--- src/hrlp_pkg.sv ---
// ----------------------------------------------------------------------------
// HTTP request line parser package
// Beat types, status codes, method codes and the method name tables shared
// by the request line parser.
// ----------------------------------------------------------------------------
package hrlp_pkg;

  // Default widths and limits for the parser parameters.
  localparam int unsigned DefOffsetBits     = 16;
  localparam int unsigned DefMinBufferBytes = 16;

  // Result status codes.
  localparam logic [2:0] StatusOk         = 3'd0;
  localparam logic [2:0] StatusTooShort   = 3'd1;
  localparam logic [2:0] StatusBadMethod  = 3'd2;
  localparam logic [2:0] StatusBadUri     = 3'd3;
  localparam logic [2:0] StatusBadVersion = 3'd4;
  localparam logic [2:0] StatusIncomplete = 3'd5;

  // Method codes of interest; zero means unrecognised.
  localparam logic [3:0] MethodNone = 4'd0;
  localparam logic [3:0] MethodGet  = 4'd1;

  // Positions within the version text "HTTP/d.d".
  localparam logic [2:0] VerPosMajor = 3'd5;
  localparam logic [2:0] VerPosDot   = 3'd6;
  localparam logic [2:0] VerPosMinor = 3'd7;

  // Character codes.
  localparam logic [7:0] CharSpace = 8'h20;
  localparam logic [7:0] CharNul   = 8'h00;
  localparam logic [7:0] CharDot   = 8'h2e;
  localparam logic [7:0] CharZero  = 8'h30;
  localparam logic [7:0] CharNine  = 8'h39;

  localparam int unsigned NumNames    = 15;
  localparam int unsigned MaxNameLen  = 9;
  localparam logic [3:0]  MinTokenLen = 4'd3;

  // Method names, right-justified: the last character sits in the low byte.
  localparam logic [8*MaxNameLen-1:0] NameText [NumNames] = '{
    72'("GET"), 72'("PUT"), 72'("POST"), 72'("COPY"), 72'("MOVE"),
    72'("LOCK"), 72'("HEAD"), 72'("MKCOL"), 72'("PATCH"), 72'("TRACE"),
    72'("DELETE"), 72'("UNLOCK"), 72'("OPTIONS"), 72'("PROPFIND"),
    72'("PROPPATCH")
  };

  localparam logic [3:0] NameLen [NumNames] = '{
    4'd3, 4'd3, 4'd4, 4'd4, 4'd4, 4'd4, 4'd4, 4'd5,
    4'd5, 4'd5, 4'd6, 4'd6, 4'd7, 4'd8, 4'd9
  };

  // Leading part of the version text, first character in the high byte.
  localparam logic [39:0] VersionLead = "HTTP/";

  // Input beat: one byte of the request buffer.
  typedef struct packed {
    logic [7:0]  data_byte;
    logic        first_byte;
    logic        last_byte;
    logic [15:0] buffer_length;
  } in_beat_t;

  // Output beat: one parse result.
  typedef struct packed {
    logic [2:0]  status;
    logic [3:0]  method_code;
    logic [6:0]  version_number;
    logic [15:0] uri_offset;
    logic [15:0] uri_length;
    logic [15:0] bytes_consumed;
  } out_beat_t;

  // Parse phases, one-hot.
  typedef enum logic [4:0] {
    PhIdle    = 5'b00001,
    PhMethod  = 5'b00010,
    PhUri     = 5'b00100,
    PhVersion = 5'b01000,
    PhDone    = 5'b10000
  } phase_e;

endpackage

--- src/http_request_line_parser_unit.sv ---
// ----------------------------------------------------------------------------
// HTTP request line parser
// Parses "METHOD SP URI SP HTTP/d.d" from a byte stream and issues one result
// beat per buffer: status, method code, version, URI position and length.
// ----------------------------------------------------------------------------
//
//  Channel | Direction | Handshake             | Beat
//  --------+-----------+-----------------------+---------------------------
//  in      | input     | in_valid_i/in_stall_o | one buffer byte
//  out     | output    | out_valid_o/out_stall_i | one parse result
//
// A byte is taken into an input register, parsed from there against the parser
// state once the output register can take a result, and any result is written
// to the output register. One byte is accepted per cycle while not stalled;
// names match incrementally. The input stalls only while a result waits, stalled,
// in the output register and a byte is held in the input register.
// Reset returns the parser to idle, waiting for a first byte.
module http_request_line_parser_unit #(
  parameter int unsigned OffsetBits     = hrlp_pkg::DefOffsetBits,
  parameter int unsigned MinBufferBytes = hrlp_pkg::DefMinBufferBytes
) (
  input  logic                clk_i,
  input  logic                rst_ni,
  input  logic                in_valid_i,
  output logic                in_stall_o,
  input  hrlp_pkg::in_beat_t  in_data_i,
  output logic                out_valid_o,
  input  logic                out_stall_i,
  output hrlp_pkg::out_beat_t out_data_o
);
  import hrlp_pkg::*;

  localparam int unsigned CmpBits = (OffsetBits > 16) ? OffsetBits : 16;

  // Input register.
  logic     s1_valid_q;
  in_beat_t s1_data_q;

  // Output register.
  logic      out_valid_q;
  out_beat_t out_data_q;

  // Parser state.
  phase_e                phase_q, phase_d;
  logic [OffsetBits-1:0] byte_idx_q, byte_idx_d;
  logic [15:0]           exp_len_q, exp_len_d;
  logic [3:0]            tok_len_q, tok_len_d;
  logic [NumNames-1:0]   cand_q, cand_d;
  logic [OffsetBits-1:0] uri_start_q, uri_start_d;
  logic [OffsetBits-1:0] uri_len_q, uri_len_d;
  logic [2:0]            ver_pos_q, ver_pos_d;
  logic [3:0]            major_q, major_d;
  logic [3:0]            minor_q, minor_d;
  logic [3:0]            method_q, method_d;

  // Result of parsing the registered byte.
  logic       emit;
  logic [2:0] res_status;
  logic       res_with_ver;
  logic       res_with_cons;
  logic       out_free;
  logic       advance;

  // Handshake: parse when the output register can take a result.
  assign out_free   = !out_valid_q || !out_stall_i;
  assign advance    = s1_valid_q && out_free;
  assign in_stall_o = s1_valid_q && !out_free;

  // Parse one byte against the current state.
  always_comb begin
    logic [7:0]            c;
    logic [OffsetBits-1:0] idx;
    logic [6:0]            name_base;
    logic [5:0]            lead_base;
    logic                  good;
    logic                  process;

    c         = s1_data_q.data_byte;
    phase_d   = phase_q;
    byte_idx_d = byte_idx_q;
    exp_len_d = exp_len_q;
    tok_len_d = tok_len_q;
    cand_d    = cand_q;
    uri_start_d = uri_start_q;
    uri_len_d = uri_len_q;
    ver_pos_d = ver_pos_q;
    major_d   = major_q;
    minor_d   = minor_q;
    method_d  = method_q;
    emit          = 1'b0;
    res_status    = StatusOk;
    res_with_ver  = 1'b0;
    res_with_cons = 1'b0;
    process   = 1'b1;
    good      = 1'b0;
    name_base = '0;
    lead_base = '0;

    // A first byte restarts the parse from a clean state.
    if (s1_data_q.first_byte) begin
      phase_d     = PhMethod;
      byte_idx_d  = '0;
      exp_len_d   = s1_data_q.buffer_length;
      tok_len_d   = '0;
      cand_d      = '1;
      uri_start_d = '0;
      uri_len_d   = '0;
      ver_pos_d   = '0;
      major_d     = '0;
      minor_d     = '0;
      method_d    = MethodNone;
      if (s1_data_q.buffer_length < 16'(MinBufferBytes)) begin
        emit       = 1'b1;
        res_status = StatusTooShort;
        process    = 1'b0;
      end
    end else if (phase_q == PhIdle || phase_q == PhDone) begin
      process = 1'b0;
    end

    idx = byte_idx_d;

    if (process) begin
      unique case (phase_d)
        PhMethod: begin
          if (c == CharSpace) begin
            if (tok_len_d < MinTokenLen) begin
              emit       = 1'b1;
              res_status = StatusBadMethod;
            end else begin
              for (int k = 0; k < NumNames; k++) begin
                if (cand_d[k] && NameLen[k] == tok_len_d) begin
                  method_d = 4'(k + 1);
                end
              end
              uri_start_d = idx + OffsetBits'(1);
              phase_d     = PhUri;
            end
          end else if (c == CharNul || tok_len_d >= 4'(MaxNameLen)) begin
            emit       = 1'b1;
            res_status = StatusBadMethod;
          end else begin
            // Drop every name that is too short or differs at this position.
            for (int k = 0; k < NumNames; k++) begin
              name_base = {4'(NameLen[k] - 4'd1 - tok_len_d), 3'b000};
              if (NameLen[k] <= tok_len_d || NameText[k][name_base +: 8] != c) begin
                cand_d[k] = 1'b0;
              end
            end
            tok_len_d = tok_len_d + 4'd1;
          end
        end
        PhUri: begin
          if (c == CharSpace) begin
            if (idx == uri_start_d) begin
              emit       = 1'b1;
              res_status = StatusBadUri;
            end else begin
              uri_len_d = idx - uri_start_d;
              ver_pos_d = '0;
              phase_d   = PhVersion;
            end
          end else if (c == CharNul) begin
            emit       = 1'b1;
            res_status = StatusBadUri;
          end
        end
        PhVersion: begin
          lead_base = {3'(3'd4 - ver_pos_d), 3'b000};
          if (ver_pos_d < VerPosMajor) begin
            good = (c == VersionLead[lead_base +: 8]);
          end else if (ver_pos_d == VerPosDot) begin
            good = (c == CharDot);
          end else begin
            good = (c >= CharZero) && (c <= CharNine);
          end
          if (!good) begin
            emit       = 1'b1;
            res_status = StatusBadVersion;
          end else if (ver_pos_d == VerPosMinor) begin
            minor_d      = c[3:0];
            emit         = 1'b1;
            res_with_ver = 1'b1;
            if (major_d == 4'd0 && c[3:0] == 4'd9 && method_d != MethodGet) begin
              res_status = StatusBadMethod;
            end else begin
              res_status    = StatusOk;
              res_with_cons = 1'b1;
            end
          end else begin
            if (ver_pos_d == VerPosMajor) begin
              major_d = c[3:0];
            end
            ver_pos_d = ver_pos_d + 3'd1;
          end
        end
        default: begin
          process = 1'b0;
        end
      endcase

      // Running out of bytes before an outcome leaves the request incomplete.
      if (!emit && process) begin
        byte_idx_d = idx + OffsetBits'(1);
        if (s1_data_q.last_byte || CmpBits'(byte_idx_d) >= CmpBits'(exp_len_d)) begin
          emit       = 1'b1;
          res_status = StatusIncomplete;
        end
      end
    end

    if (emit) begin
      phase_d = PhDone;
    end
  end

  // Input register: a byte is taken whenever the register is empty or moving.
  always_ff @(posedge clk_i or negedge rst_ni) begin
    if (!rst_ni) begin
      s1_valid_q <= 1'b0;
    end else if (!in_stall_o) begin
      s1_valid_q <= in_valid_i;
    end
  end

  always_ff @(posedge clk_i) begin
    if (!in_stall_o && in_valid_i) begin
      s1_data_q <= in_data_i;
    end
  end

  // Parser state registers.
  always_ff @(posedge clk_i or negedge rst_ni) begin
    if (!rst_ni) begin
      phase_q     <= PhIdle;
      byte_idx_q  <= '0;
      exp_len_q   <= '0;
      tok_len_q   <= '0;
      cand_q      <= '1;
      uri_start_q <= '0;
      uri_len_q   <= '0;
      ver_pos_q   <= '0;
      major_q     <= '0;
      minor_q     <= '0;
      method_q    <= MethodNone;
    end else if (advance) begin
      phase_q     <= phase_d;
      byte_idx_q  <= byte_idx_d;
      exp_len_q   <= exp_len_d;
      tok_len_q   <= tok_len_d;
      cand_q      <= cand_d;
      uri_start_q <= uri_start_d;
      uri_len_q   <= uri_len_d;
      ver_pos_q   <= ver_pos_d;
      major_q     <= major_d;
      minor_q     <= minor_d;
      method_q    <= method_d;
    end
  end

  // Output register.
  always_ff @(posedge clk_i or negedge rst_ni) begin
    if (!rst_ni) begin
      out_valid_q <= 1'b0;
    end else if (out_free) begin
      out_valid_q <= advance && emit;
    end
  end

  always_ff @(posedge clk_i) begin
    if (advance && emit) begin
      out_data_q.status         <= res_status;
      out_data_q.method_code    <= method_d;
      out_data_q.version_number <= res_with_ver ?
                                   (7'(major_d) * 7'd10 + 7'(minor_d)) : 7'd0;
      out_data_q.uri_offset     <= (uri_len_d != '0) ? 16'(uri_start_d) : 16'd0;
      out_data_q.uri_length     <= 16'(uri_len_d);
      out_data_q.bytes_consumed <= res_with_cons ?
                                   16'(byte_idx_d + OffsetBits'(3)) : 16'd0;
    end
  end

  assign out_valid_o = out_valid_q;
  assign out_data_o  = out_data_q;

endmodule
--- config.mk ---
export PLATFORM = sky130hd
export DESIGN_NAME = http_request_line_parser_unit
export DESIGN_NICKNAME = d
export VERILOG_FILES = /design/src/hrlp_pkg.sv /design/src/http_request_line_parser_unit.sv
export SDC_FILE = /design/constraint.sdc
export NUM_CORES = 1
export LEC_CHECK = 0
export BUFFER_PORTS_ARGS = -buffer_cell sky130_fd_sc_hd__clkbuf_2
export CORE_MARGIN = 2
export CORE_UTILIZATION = 45
export DETAILED_ROUTE_END_ITERATION = 10
export GPL_ROUTABILITY_DRIVEN = 0
export PLACE_DENSITY = 0.71
export REMOVE_ABC_BUFFERS = 1
export SLEW_MARGIN = 30
export SYNTH_ARGS = -nofsm -noshare
export SYNTH_HDL_FRONTEND = slang
export SYNTH_SLANG_ARGS = --single-unit
--- constraint.sdc ---
create_clock -name clk_i -period 8.35 [get_ports clk_i]
set_input_delay 0.835 -clock clk_i [delete_from_list [all_inputs] [get_ports clk_i]]
set_output_delay 0.835 -clock clk_i [all_outputs]
set_load 0.005 [all_outputs]
==> summary.txt <==
Outcome
  • Outcome: complete, no violations

Clock network
  • Hold_buf cts: 0
  • Longest Clk Path Bufs: 2
  • CTS Root Cell: clkbuf_16
  • CTS sink count: between 150 and 200
  • TritonCTS buffer count: 17
  • Post-CTS Resized: 0
  • CTS tree: built
  • Clock Pin Slew Worst Setup and Hold Paths: ~0.08 ns
  • H-tree levels: 4
  • Post-CTS setup repair buffer count: 0
  • Clk_lat worst skew: around 0.46 ns

Setup path
  • CP endpoint: out_data_o[54]$_SDFFCE_PN0P_
  • CP required: 8.54 ns
  • Crit Path Class: register to register
  • Endpoint type of the worst setup path: register
  • Setup crit start: s1_data_q[17]$_DFFE_PP_
  • CP startpoint kind: register
  • Worst r2r src: s1_data_q[17]$_DFFE_PP_
  • Worst reg-to-reg path cell count: 19
  • Reg-to-reg setup timing slack: roughly 2.3 ns
  • Crit Path Max Fanout: 23
  • Worst EP arrival: ~6.2 ns
  • Worst r2r dst: out_data_o[54]$_SDFFCE_PN0P_

Die
  • Chip height: 173 µm
  • Initial Utilization: 0.461
  • CORE AREA: 28000 µm²
  • Die Span X: 173 µm
  • # rows: 61
  • Num ports: 94
  • Die footprint: about 30000 µm²

Logic synthesis
  • Yosys warns: 0
  • Post-synth EDFFs: between 80 and 90
  • Synth area leader: edfxtp_1
  • Syn Inst Count: approximately 1400
  • Syn_area_per_cell: approximately 9.1 µm²
  • Post-synth top area share: 0.205
  • Synth unique cells: 87
  • Main synth FF type: edfxtp_1
  • Fraction of registers with async set/reset: 0.542
  • Yosys reg bits: between 150 and 200
  • Register area share after synthesis: 0.408
  • Largest cells by area after synthesis: edfxtp_1, dfrtp_1, ha_1, nand2_1, xnor2_1
  • Cell Area, Synth: between 10000 and 15000 µm²

STA
  • Part of the cycle the worst path needs: 0.723
  • RSZ-0062 raised after global routing: false
  • Final setup viols: 0
  • Setup TNS: 0 ns
  • Clock skew: 0.0165 ns
  • Fin crit period: 6.04 ns
  • Max-slew violations: 0
  • Fmax: 166 MHz
  • Final hold vios: 0
  • Slew @ Worst Pin: 0.923 ns
  • Slew headroom: 0.383
  • WHS: 0.326 ns

Cells and area
  • Diodes inserted: 0
  • Most common cell after layout, fill and taps aside: nand2_1
  • Fin nets: between 1500 and 2000
  • Synth-to-layout area growth: 10.5%
  • Fraction of layout cells with a size suffix above 1: 0.137
  • Most frequent cells in the layout: nand2_1, nor2_1, o21ai_0, clkbuf_2
  • Finished Cell Area: 14300 µm²

Global route
  • Largest net degree at the start of global routing: 77
  • Initial antenna violation count: 0
  • Via count of the first global-routing pass: 10600
  • First-pass GRT wire length: 57500 µm
  • GRT overflow: 0
  • Global Route Usage Sum: 0.237

Power
  • Total chip power: approximately 0.0029 W
  • Pwr Density: 202 nW/µm²
  • Max rail drop VDD: 0.136 mV
  • Leakage power: between 5 and 6 nW

Place
  • Input/output buffers: 93
  • Area post-placement: about 14000 µm²
  • Post-detail-place hpwl: 25400 µm

Worst hold path
  • HP Class: input port to async pin

Drt
  • Vias per cell: 6.01
  • Starting DRT DRC Count: 1055
  • 1st-pass router iterations: 5
  • Vias: 11200
  • Total length of routed wires: 35700 µm
  • Mean routed wirelength per cell: 19.2 µm
  • DR DRC count: 0
  • Final antenna-violating net count: 0

Run
  • Max-cap viol count: 0
[flip-flops by register name (all words and copies together) (netlist names), 5 cells and up]
name,count
out_data_o,62
s1_data_q,26
byte_idx_q,16
exp_len_q,16
uri_len_q,16
uri_start_q,16
cand_q,15
phase_q,5
[kinds of logic (layout without fill, tap and decap cells)]
logic type,count (synthesis),after routing,share of synthesized area
AO/OA/AOI/OAI,338,338,0.169
XOR/XNOR,104,104,0.0706
adder cells (fa/ha/maj),65,65,0.0648
buffers and inverters,135,190,0.0423
flip-flops,192,192,0.408
multiplexers,37,37,0.0298
AND/OR/NAND/NOR,553,553,0.216
[metrics by stage]
stage	cells	worst slack (ns)	utilization
after floorplan	1333	-0.515	-
after global placement	1824	2.75	0.487
after detailed placement	1825	2.50	0.488
after CTS	1857	2.46	0.509
after global routing	1857	1.93	0.509
final	1857	2.31	0.509
[worst min-delay path by stage]
stage / start / end / depth (start not counted)
floorplan: uri_len_q[6]$_DFFE_PN0P_ / uri_len_q[6]$_DFFE_PN0P_ / 2
global placement: uri_len_q[6]$_DFFE_PN0P_ / uri_len_q[6]$_DFFE_PN0P_ / 2
detailed placement: uri_len_q[5]$_DFFE_PN0P_ / uri_len_q[5]$_DFFE_PN0P_ / 2
CTS: rst_ni / byte_idx_q[14]$_DFFE_PN0P_ / 1
global route: rst_ni / byte_idx_q[14]$_DFFE_PN0P_ / 1
finish: rst_ni / byte_idx_q[14]$_DFFE_PN0P_ / 1
[area by class of cell]
| cell class | instances | area (µm²) |
|---|---|---|
| Fill cell | 2596 | 13800 |
| Multi-Input combinational cell | 1097 | 7130 |
| Sequential cell | 192 | 5270 |
| Timing Repair Buffer | 114 | 629 |
| Tap cell | 378 | 473 |
| Clock buffer | 17 | 425 |
| Clock inverter | 15 | 166 |
| Inverter | 44 | 165 |
[cell usage after synthesis (all sizes together), types with 12 or more instances]
| master | number |
|---|---|
| xor2 | 43 |
| nor4 | 19 |
| o21ai | 106 |
| mux2i | 29 |
| a22o | 17 |
| a21oi | 71 |
| nor3b | 13 |
| a21o | 15 |
| buf | 17 |
| inv | 42 |
| a31oi | 27 |
| clkbuf | 74 |
| nand2b | 13 |
| nor3 | 44 |
| nor2b | 25 |
| dfstp | 16 |
| a211oi | 18 |
| nor2 | 121 |
| or3 | 12 |
| ha | 62 |
| nand2 | 176 |
| dfrtp | 88 |
| nand3 | 40 |
| xnor2 | 61 |
| and3 | 18 |
| edfxtp | 88 |
| nand4 | 15 |
[routing by layer]
metal  share of wire  vias to the layer above  GRT usage
li1                -                     5224          -
met1            0.44                     5399      0.321
met2            0.47                      455      0.386
met3           0.063                       75     0.0342
met4           0.028                        0     0.0907
met5               0                        -          0
[power breakdown]
group | leakage, nW | total (W) | switching (W) | internal, W
registers | 2.19 | 0.00121 | 0.0000859 | 0.00112
logic | 3.47 | 0.000847 | 0.000531 | 0.000316
clock network | 0.290 | 0.000823 | 0.000419 | 0.000404
total | 5.95 | 0.00288 | 0.00104 | 0.00184
[worst max-delay path: stages (launching register included)]
cell and delay (ns):
edfxtp_1 0.51, buf_4 0.31, o21ba_1 0.22, ha_1 0.33
or3_1 0.39, a221oi_1 0.42, a21o_1 0.24, nand3_1 0.38
nor4_2 0.75, nor3b_1 0.10, a21oi_1 0.27, inv_1 0.12
ha_1 0.32, ha_1 0.20, inv_1 0.08, fa_1 0.45
nor3b_1 0.26, xor2_1 0.20, xnor2_1 0.14, nor3_1 0.06
(Power assumes the default switching activity.)
